## config.mk

```make
export PLATFORM = sky130hd
export DESIGN_NAME = bitmap_release_queue
export DESIGN_NICKNAME = d
export VERILOG_FILES = /design/src/design/brq_pkg.sv /design/src/design/bitmap_release_queue.sv
export SDC_FILE = /design/constraint.sdc
export NUM_CORES = 2
export LEC_CHECK = 0
export BUFFER_PORTS_ARGS = -buffer_cell sky130_fd_sc_hd__buf_2
export CAP_MARGIN = 25
export CORE_ASPECT_RATIO = 1.75
export CORE_MARGIN = 4
export CORE_UTILIZATION = 57
export CTS_CLUSTER_DIAMETER = 30
export DETAILED_ROUTE_END_ITERATION = 16
export PLACE_DENSITY = 0.76
export RECOVER_POWER = 50
export REMOVE_ABC_BUFFERS = 1
export SLEW_MARGIN = 20
export SYNTH_ARGS = -nofsm -noshare
export SYNTH_HDL_FRONTEND = slang
export SYNTH_SLANG_ARGS = --single-unit
```

## constraint.sdc

```tcl
create_clock -name clk -period 5.45 [get_ports clk]
set_input_delay 0.2725 -clock clk [delete_from_list [all_inputs] [get_ports clk]]
set_output_delay 0.2725 -clock clk [all_outputs]
set_load 0.02 [all_outputs]
```

## src/design/brq_pkg.sv

```systemverilog
// Shared constants, codes and helpers for the bitmap release queue.
`timescale 1ns / 1ps

package brq_pkg;

  localparam int SLOTS = 128;
  localparam int WORDS = 4;
  localparam int NODES = 64;

  localparam int BIT_W   = 5;                   // bit index within a 32-bit bitmap word
  localparam int WORD_W  = $clog2(WORDS);       // word index within one bitmap
  localparam int SLOT_W  = $clog2(SLOTS);       // slot number minus one
  localparam int HADDR_W = SLOT_W + 1;          // side bit plus slot
  localparam int NODE_W  = $clog2(NODES);
  localparam int COUNT_W = 7;
  localparam int CFG_W   = 3;
  localparam int VAL_W   = 9;
  localparam int MIN_W   = 8;
  localparam int OFF_W   = 32;

  localparam logic [1:0] KIND_INSERT = 2'd0;
  localparam logic [1:0] KIND_FIND   = 2'd1;
  localparam logic [1:0] KIND_POP    = 2'd2;
  localparam logic [1:0] KIND_PEEK   = 2'd3;

  localparam logic [1:0] REG_WORDS_IN_USE = 2'd0;

  // Index of the lowest set bit; zero for an all-zero word.
  function automatic logic [BIT_W-1:0] lowest_bit(input logic [31:0] w);
    logic [BIT_W-1:0] n;
    n = '0;
    for (int i = 31; i >= 0; i--) begin
      if (w[i]) begin
        n = BIT_W'(i);
      end
    end
    return n;
  endfunction

endpackage

```

## src/design/bitmap_release_queue.sv

```systemverilog
// Bitmap release queue: two slot bitmaps, per-slot node lists, word-serial scan.
`timescale 1ns / 1ps

//  channel  direction  handshake                    payload
//  in       input      start & !busy                in_kind, in_slot_value, in_node_id
//  out      output     out_valid (one cycle)        out_status, out_min_value, out_node,
//                                                   out_time_offset
//  cfg      input      psel & penable & pwrite      paddr, pwdata, prdata
//
//  Find and peek walk one bitmap word or one bitmap switch per cycle through
//  the shared word test; insert, pop and find then make registered reads of
//  the head and next-node memories; an item rejected up front is answered
//  from idle. The result appears the cycle after the last step, and busy
//  drops in that same cycle. rst_n is synchronous; no clearing pass
//  is needed, slot heads carry valid flops. Results cannot be stalled.

module bitmap_release_queue import brq_pkg::*; (
  input  logic                    clk,
  input  logic                    rst_n,
  input  logic                    start,
  output logic                    busy,
  input  logic [1:0]              in_kind,
  input  logic [VAL_W-1:0]        in_slot_value,
  input  logic [NODE_W-1:0]       in_node_id,
  output logic                    out_valid,
  output logic                    out_status,
  output logic [MIN_W-1:0]        out_min_value,
  output logic [NODE_W-1:0]       out_node,
  output logic signed [OFF_W-1:0] out_time_offset,
  input  logic                    psel,
  input  logic                    penable,
  input  logic                    pwrite,
  input  logic [1:0]              paddr,
  input  logic [31:0]             pwdata,
  output logic [31:0]             prdata,
  output logic                    pready
);

  localparam logic [2:0] ST_IDLE  = 3'd0;
  localparam logic [2:0] ST_SCAN  = 3'd1;
  localparam logic [2:0] ST_HREAD = 3'd2;
  localparam logic [2:0] ST_HDATA = 3'd3;
  localparam logic [2:0] ST_NDATA = 3'd4;

  logic [2:0]          state_r, state_nxt;
  logic [CFG_W-1:0]    wiu_r;
  logic                active_side_r, active_side_nxt;
  logic [WORD_W-1:0]   scan_word_r, scan_word_nxt;
  logic [COUNT_W-1:0]  count_r, count_nxt;
  logic [OFF_W-1:0]    voff_r, voff_nxt;
  logic [31:0]         bits_r [2*WORDS];
  logic [2*SLOTS-1:0]  hv_r;
  logic [NODE_W-1:0]   head_mem [2*SLOTS];
  logic [NODE_W:0]     next_mem [NODES];
  logic [NODE_W-1:0]   head_q_r;
  logic [NODE_W:0]     next_q_r;

  logic [1:0]          kind_r, kind_nxt;
  logic [NODE_W-1:0]   node_r, node_nxt;
  logic [HADDR_W-1:0]  hd_addr_r, hd_addr_nxt;
  logic                side_c_r, side_c_nxt;
  logic [WORD_W:0]     word_c_r, word_c_nxt;
  logic [OFF_W-1:0]    off_c_r, off_c_nxt;
  logic [1:0]          sw_r, sw_nxt;
  logic [MIN_W-1:0]    min_r, min_nxt;

  logic                out_valid_r;
  logic                out_status_r;
  logic [MIN_W-1:0]    out_min_r;
  logic [NODE_W-1:0]   out_node_r;
  logic [OFF_W-1:0]    out_toff_r;

  logic                emit, st_o;
  logic [MIN_W-1:0]    mv_o;
  logic [NODE_W-1:0]   no_o;
  logic [OFF_W-1:0]    to_o;

  logic [WORD_W:0]     eff_w;
  logic [SLOT_W:0]     slots_cur;
  logic                ins_ok, pop_ok, ins_wrap;
  logic [VAL_W-1:0]    v_adj;
  logic [SLOT_W-1:0]   found_m1;
  logic [WORD_W:0]     bm_idx;
  logic [31:0]         bm_word;
  logic                hv_sel;
  logic                bm_set, bm_clr;
  logic                head_we, head_wd_v;
  logic [NODE_W-1:0]   head_wd;
  logic                next_we;
  logic                cfg_wr;

  // Effective word count: zero means one, above WORDS means WORDS.
  always_comb begin
    if (wiu_r == '0) begin
      eff_w = (WORD_W+1)'(1);
    end else if (wiu_r > CFG_W'(WORDS)) begin
      eff_w = (WORD_W+1)'(WORDS);
    end else begin
      eff_w = (WORD_W+1)'(wiu_r);
    end
  end

  assign slots_cur = {eff_w, {BIT_W{1'b0}}};
  assign ins_wrap  = in_slot_value > VAL_W'(slots_cur);
  assign ins_ok    = (in_slot_value != '0) && (in_slot_value <= {slots_cur, 1'b0});
  assign pop_ok    = (in_slot_value != '0) && !ins_wrap;
  assign v_adj     = ins_wrap ? in_slot_value - VAL_W'(slots_cur) : in_slot_value;

  assign bm_idx   = (state_r == ST_SCAN) ? {side_c_r, word_c_r[WORD_W-1:0]}
                                         : hd_addr_r[HADDR_W-1 -: WORD_W+1];
  assign bm_word  = bits_r[bm_idx];
  assign found_m1 = {word_c_r[WORD_W-1:0], lowest_bit(bm_word)};
  assign hv_sel   = hv_r[hd_addr_r];

  always_comb begin
    state_nxt       = state_r;
    active_side_nxt = active_side_r;
    scan_word_nxt   = scan_word_r;
    count_nxt       = count_r;
    voff_nxt        = voff_r;
    kind_nxt        = kind_r;
    node_nxt        = node_r;
    hd_addr_nxt     = hd_addr_r;
    side_c_nxt      = side_c_r;
    word_c_nxt      = word_c_r;
    off_c_nxt       = off_c_r;
    sw_nxt          = sw_r;
    min_nxt         = min_r;
    emit            = 1'b0;
    st_o            = 1'b0;
    mv_o            = '0;
    no_o            = '0;
    to_o            = '0;
    bm_set          = 1'b0;
    bm_clr          = 1'b0;
    head_we         = 1'b0;
    head_wd         = node_r;
    head_wd_v       = 1'b1;
    next_we         = 1'b0;

    case (state_r)
      ST_IDLE: begin
        if (start) begin
          kind_nxt = in_kind;
          node_nxt = in_node_id;
          case (in_kind)
            KIND_INSERT: begin
              if (ins_ok) begin
                hd_addr_nxt = {active_side_r ^ ins_wrap, SLOT_W'(v_adj - VAL_W'(1))};
                state_nxt   = ST_HREAD;
              end else begin
                emit = 1'b1;
              end
            end
            KIND_FIND, KIND_PEEK: begin
              if (count_r == '0) begin
                emit = 1'b1;
                st_o = 1'b1;
              end else begin
                side_c_nxt = active_side_r;
                word_c_nxt = {1'b0, scan_word_r};
                off_c_nxt  = voff_r;
                sw_nxt     = '0;
                state_nxt  = ST_SCAN;
              end
            end
            KIND_POP: begin
              if (pop_ok) begin
                hd_addr_nxt = {active_side_r, SLOT_W'(in_slot_value - VAL_W'(1))};
                state_nxt   = ST_HREAD;
              end else begin
                emit = 1'b1;
                st_o = 1'b1;
              end
            end
            default: begin
              emit = 1'b1;
            end
          endcase
        end
      end

      ST_SCAN: begin
        if (word_c_r >= eff_w) begin
          // Wrap: switch bitmaps and pull the offset back by one period.
          side_c_nxt = ~side_c_r;
          word_c_nxt = '0;
          off_c_nxt  = off_c_r - OFF_W'(slots_cur);
          sw_nxt     = sw_r + 2'd1;
          if (sw_r == 2'd2) begin
            emit      = 1'b1;
            st_o      = 1'b1;
            state_nxt = ST_IDLE;
          end
        end else if (bm_word == '0) begin
          word_c_nxt = word_c_r + (WORD_W+1)'(1);
        end else begin
          min_nxt = MIN_W'(found_m1) + MIN_W'(1);
          if (kind_r == KIND_FIND) begin
            active_side_nxt = side_c_r;
            scan_word_nxt   = word_c_r[WORD_W-1:0];
            voff_nxt        = off_c_r;
            count_nxt       = count_r - COUNT_W'(1);
            hd_addr_nxt     = {side_c_r, found_m1};
            state_nxt       = ST_HREAD;
          end else begin
            emit      = 1'b1;
            mv_o      = MIN_W'(found_m1) + MIN_W'(1);
            to_o      = off_c_r;
            state_nxt = ST_IDLE;
          end
        end
      end

      ST_HREAD: begin
        state_nxt = ST_HDATA;
      end

      ST_HDATA: begin
        case (kind_r)
          KIND_INSERT: begin
            head_we   = 1'b1;
            next_we   = 1'b1;
            bm_set    = 1'b1;
            count_nxt = count_r + COUNT_W'(1);
            emit      = 1'b1;
          end
          KIND_POP: begin
            if (!hv_sel) begin
              emit = 1'b1;
              st_o = 1'b1;
            end else begin
              state_nxt = ST_NDATA;
            end
          end
          KIND_FIND: begin
            if (!hv_sel) begin
              bm_clr = 1'b1;
              emit   = 1'b1;
              mv_o   = min_r;
              to_o   = voff_r;
            end else begin
              state_nxt = ST_NDATA;
            end
          end
          default: begin
            state_nxt = ST_IDLE;
          end
        endcase
      end

      ST_NDATA: begin
        case (kind_r)
          KIND_POP: begin
            // Unlink the head: the next entry becomes the slot's head.
            head_we   = 1'b1;
            head_wd   = next_q_r[NODE_W-1:0];
            head_wd_v = next_q_r[NODE_W];
            emit      = 1'b1;
            no_o      = head_q_r;
          end
          KIND_FIND: begin
            bm_clr = !next_q_r[NODE_W];
            emit   = 1'b1;
            mv_o   = min_r;
            to_o   = voff_r;
          end
          default: begin
            state_nxt = ST_IDLE;
          end
        endcase
      end

      default: begin
        state_nxt = ST_IDLE;
      end
    endcase

    if (emit) begin
      state_nxt = ST_IDLE;
    end
  end

  assign cfg_wr = psel && penable && pwrite && pready;

  always_ff @(posedge clk) begin
    if (!rst_n) begin
      state_r       <= ST_IDLE;
      wiu_r         <= CFG_W'(WORDS);
      active_side_r <= 1'b0;
      scan_word_r   <= '0;
      count_r       <= '0;
      voff_r        <= '0;
      hv_r          <= '0;
      out_valid_r   <= 1'b0;
      for (int i = 0; i < 2*WORDS; i++) begin
        bits_r[i] <= '0;
      end
    end else begin
      state_r       <= state_nxt;
      active_side_r <= active_side_nxt;
      scan_word_r   <= scan_word_nxt;
      count_r       <= count_nxt;
      voff_r        <= voff_nxt;
      out_valid_r   <= emit;
      if (cfg_wr && paddr == REG_WORDS_IN_USE) begin
        wiu_r <= pwdata[CFG_W-1:0];
      end
      if (head_we) begin
        hv_r[hd_addr_r] <= head_wd_v;
      end
      if (bm_set) begin
        bits_r[bm_idx][hd_addr_r[BIT_W-1:0]] <= 1'b1;
      end else if (bm_clr) begin
        bits_r[bm_idx][hd_addr_r[BIT_W-1:0]] <= 1'b0;
      end
    end
  end

  always_ff @(posedge clk) begin
    kind_r    <= kind_nxt;
    node_r    <= node_nxt;
    hd_addr_r <= hd_addr_nxt;
    side_c_r  <= side_c_nxt;
    word_c_r  <= word_c_nxt;
    off_c_r   <= off_c_nxt;
    sw_r      <= sw_nxt;
    min_r     <= min_nxt;
    if (emit) begin
      out_status_r <= st_o;
      out_min_r    <= mv_o;
      out_node_r   <= no_o;
      out_toff_r   <= to_o;
    end
  end

  // Slot head memory and next-node memory, both with registered reads.
  always_ff @(posedge clk) begin
    if (head_we) begin
      head_mem[hd_addr_r] <= head_wd;
    end
    head_q_r <= head_mem[hd_addr_r];
  end

  always_ff @(posedge clk) begin
    if (next_we) begin
      next_mem[node_r] <= {hv_sel, head_q_r};
    end
    next_q_r <= next_mem[head_q_r];
  end

  assign busy            = (state_r != ST_IDLE);
  assign out_valid       = out_valid_r;
  assign out_status      = out_status_r;
  assign out_min_value   = out_min_r;
  assign out_node        = out_node_r;
  assign out_time_offset = out_toff_r;
  assign pready          = 1'b1;
  assign prdata          = (paddr == REG_WORDS_IN_USE) ? 32'(wiu_r) : '0;

  a_scan_nonempty: assert property (@(posedge clk) disable iff (!rst_n)
    (state_r == ST_SCAN) |-> (count_r != '0))
    else $error("scan running with an empty queue");

  a_scan_switch_bound: assert property (@(posedge clk) disable iff (!rst_n)
    (state_r == ST_SCAN) |-> (sw_r != 2'd3))
    else $error("scan ran past its third bitmap switch");

  a_insert_marks: assert property (@(posedge clk) disable iff (!rst_n)
    (state_r == ST_HDATA && kind_r == KIND_INSERT) |=>
      (hv_r[hd_addr_r] && bits_r[hd_addr_r[HADDR_W-1 -: WORD_W+1]][hd_addr_r[BIT_W-1:0]]))
    else $error("insert left slot head or bitmap bit unset");

  a_one_result: assert property (@(posedge clk) disable iff (!rst_n)
    out_valid_r |-> (state_r == ST_IDLE || $past(state_r == ST_IDLE)))
    else $error("result beat while item still in flight");

endmodule

```

==> results.cfg <==
[outcome]
status = finished, violations left
violations = max-capacitance violations, max-slew violations

[yosys]
yosys.area_share.simple = 0.0566
synth_top_area_share = 0.647
synth_compound_gate_area_share = 0.0516
synth.most_common_cell = edfxtp_1
synth_xor_area_frac = 0.00329
synth.avg_cell_area_um2 = 17.0
synthFlopType = edfxtp_1
yosysTopAreaCell = edfxtp_1
synthMuxAreaShare = 0.160
yosys-top-cells-count = edfxtp_1 (2349), nor2_1 (948), mux4_2 (725)
synth_warnings = 0
ys_ff_latch = 2667
synthAdderAreaFrac = 0.00342
syn-cell-area_um2 = 109000
yosysSeqAreaShare = 0.705
synthDistinctLibCells = 88
syn_inst = 6401
ys_top_cells_by_area = edfxtp_1 (65%), mux4_2 (15%), dfxtp_1 (5.8%), nor2_1 (3.3%), a211oi_1 (1.9%)
synth_top_family_by_area = multiplexers
synthArstFlopShare = 0
synth_edf_count = 2349

[critical_path]
r2r_cells = 14
cp.required_ps = 5950
critPathLaunchType = flop
setup.worst_path.end_class = flop
cp_max_fo = 21
reg2reg_slack_ps = 80
worstPathArrival_ps = 5860
crit_type = reg -> reg

[finish]
nets = 6680
syn_to_final_growth_pct = 13.1
seqCellArea_um2 = 76900
multi_input_area_um2 = 30100
drive_above_1_share = 0.224
final_cell_area_um2 = 123000
fillCellCount = 12317

[floorplan]
io_pins = 139
start_util = 0.573
coreArea_um2 = 190000
die_height_um = 587
die_x_um = 339
die-area_um2 = 199000
num_rows = 212

[routing]
drc = 0
vias = 61766
drt-initial-drc-count = 7420
ant_nets = 0
wl_mm = 281
drt-pass1-iter-count = 8
drt-wirelength-per-cell_um = 30.2
avgViaCountPerCell = 6.64

[clocking]
htreeDepth = 5
clockBufferDepth = 4
cts_setup_buffers = 0
cts_made_buffers = 305
clock-sinks = 2667
cts_tree = done
clockRootBuffer = clkbuf_16
clk_latency_ps = 840
path_clk_slew_ps = 50

[global_route]
grt_pass1_wl_mm = 420
grt_pass1_vias = 64013
antenna_found_initial = 2
grt_max_degree = 242
overflow = 0
grt_usage = 0.282

[pwr]
finalPower_uw = 50500
p_switching_uw = 12600
power_frac_comb = 0.121
peakVddDrop_uv = 274
p_clk_frac = 0.416
swShare = 0.250
powerDensity_nw_per_um2 = 409
leakage_uw = 0.0387
p_int_uw = 37800
seqPwrFrac = 0.463

[sta]
setup_viol = 0
whs_ps = 42.9
setup_tns_ps = 0
fmax_mhz = 186
period_needed_ps = 5370
skew_ps = 49.4
report.final.slew_viol_count = 1182
final.period_utilization = 0.985
slew_headroom = -1.58
rsz0062_at_grt = no
hold_viol_final = 0
tightest_slew_ps = 3880
postLayoutSetupSlackWorst_ps = 83.5

[placed_design]
hpwl_mm = 173
dpl_cell_area_um2 = 113000
dpl_worst_slack_ps = 289
gp_congestion = 0.896
io_buffers = 79

[min_path]
worstHoldPathType = in -> reg
min_path_cells = 5

[flow_run]
maxCapViolCount = 17
## layout make-up
type,count,area share
Sequential cell,2667,0.624
Inverter,42,0.00128
Clock inverter,198,0.0184
Clock buffer,358,0.0663
Antenna cell,4,0.0000812
Multi-Input combinational cell,3250,0.244
Tap cell,2461,0.0250
Timing Repair Buffer,329,0.0214
## worst max-delay path: stages (launching register included)
cell and delay, ps:
edfxtp_1 370, buf_12 220, buf_4 330, mux4_2 570
mux4_2 560, mux2i_1 460, nor2b_1 180, or4_2 830
nor2_2 260, a21oi_1 90, o21ai_2 120, buf_4 190
nand2_1 240, buf_12 260, o21ai_0 260
## layer usage
layer | track usage | share of wire
met1 | 0.321 | 0.31
met2 | 0.489 | 0.51
met3 | 0.0483 | 0.084
met4 | 0.193 | 0.086
met5 | 0 | 0.000043
## placed cells by master, fill, tap and decap left out, types with 82 or more instances in the layout
| cell type | synthesis | routed |
|---|---|---|
| edfxtp_1 | 2349 | 2349 |
| clkbuf_16 | 0 | 315 |
| mux4_2 | 725 | 725 |
| mux2i_1 | 82 | 82 |
| nand2_1 | 272 | 271 |
| o21ai_0 | 312 | 311 |
| clkbuf_1 | 268 | 97 |
| nor2_1 | 948 | 945 |
| a211oi_1 | 271 | 271 |
| buf_4 | 44 | 177 |
| dfxtp_1 | 318 | 318 |
## path summary, 6_finish.rpt
path	start	end
max reg2reg	hd_addr_r[0]	bits_r[3][23]
max	hd_addr_r[0]	bits_r[3][23]
min reg2reg	hv_r[58]	hv_r[58]
min	in_slot_value[1]	hd_addr_r[5]
## registers in the layout (all words and copies together), names as in the netlist, 2 cells and up
register,count
scan_word_r,2
word_c_r,3
bits_r,256
next_q_r,7
hv_r,256
off_c_r,32
node_r,6
state_r,3
out_node,6
next_mem,448
kind_r,2
head_mem,1536
head_q_r,6
out_min_value,8
out_time_offset,32
wiu_r,3
voff_r,32
min_r,8
count_r,7
hd_addr_r,8
sw_r,2
## per-stage QoR
stage / utilization / std cells
finish: 0.648 / 9309
detailed placement: 0.593 / 8728
CTS: 0.649 / 9304
floorplan: - / 5959
global placement: 0.593 / 8726
global route: 0.648 / 9306
## timing repair
item	4_1_cts	5_1_grt
hold endpoints to repair	28	0
hold buffers	20	0
resized for setup	0	1
endpoints found under the setup margin	0	2
## power groups by stage
stage	logic [uW]	registers, uW	clock network [uW]
2_1_floorplan	4130	24500	0
6_report	6090	23400	21000
4_1_cts	6040	23300	21100
3_5_place_dp	5970	23700	0
3_3_place_gp	5830	23700	0
5_1_grt	6350	23400	22100
## cell families (layout without fill, tap and decap cells)
group,count (synthesis),in the layout
flops,2667,2667
xor+xnor,41,41
fa+ha+maj,28,28
other cells,2,34
buf+inv,512,927
simple gates,1470,1470
mux,829,829
compound gates,852,852
(Power assumes the default switching activity.)
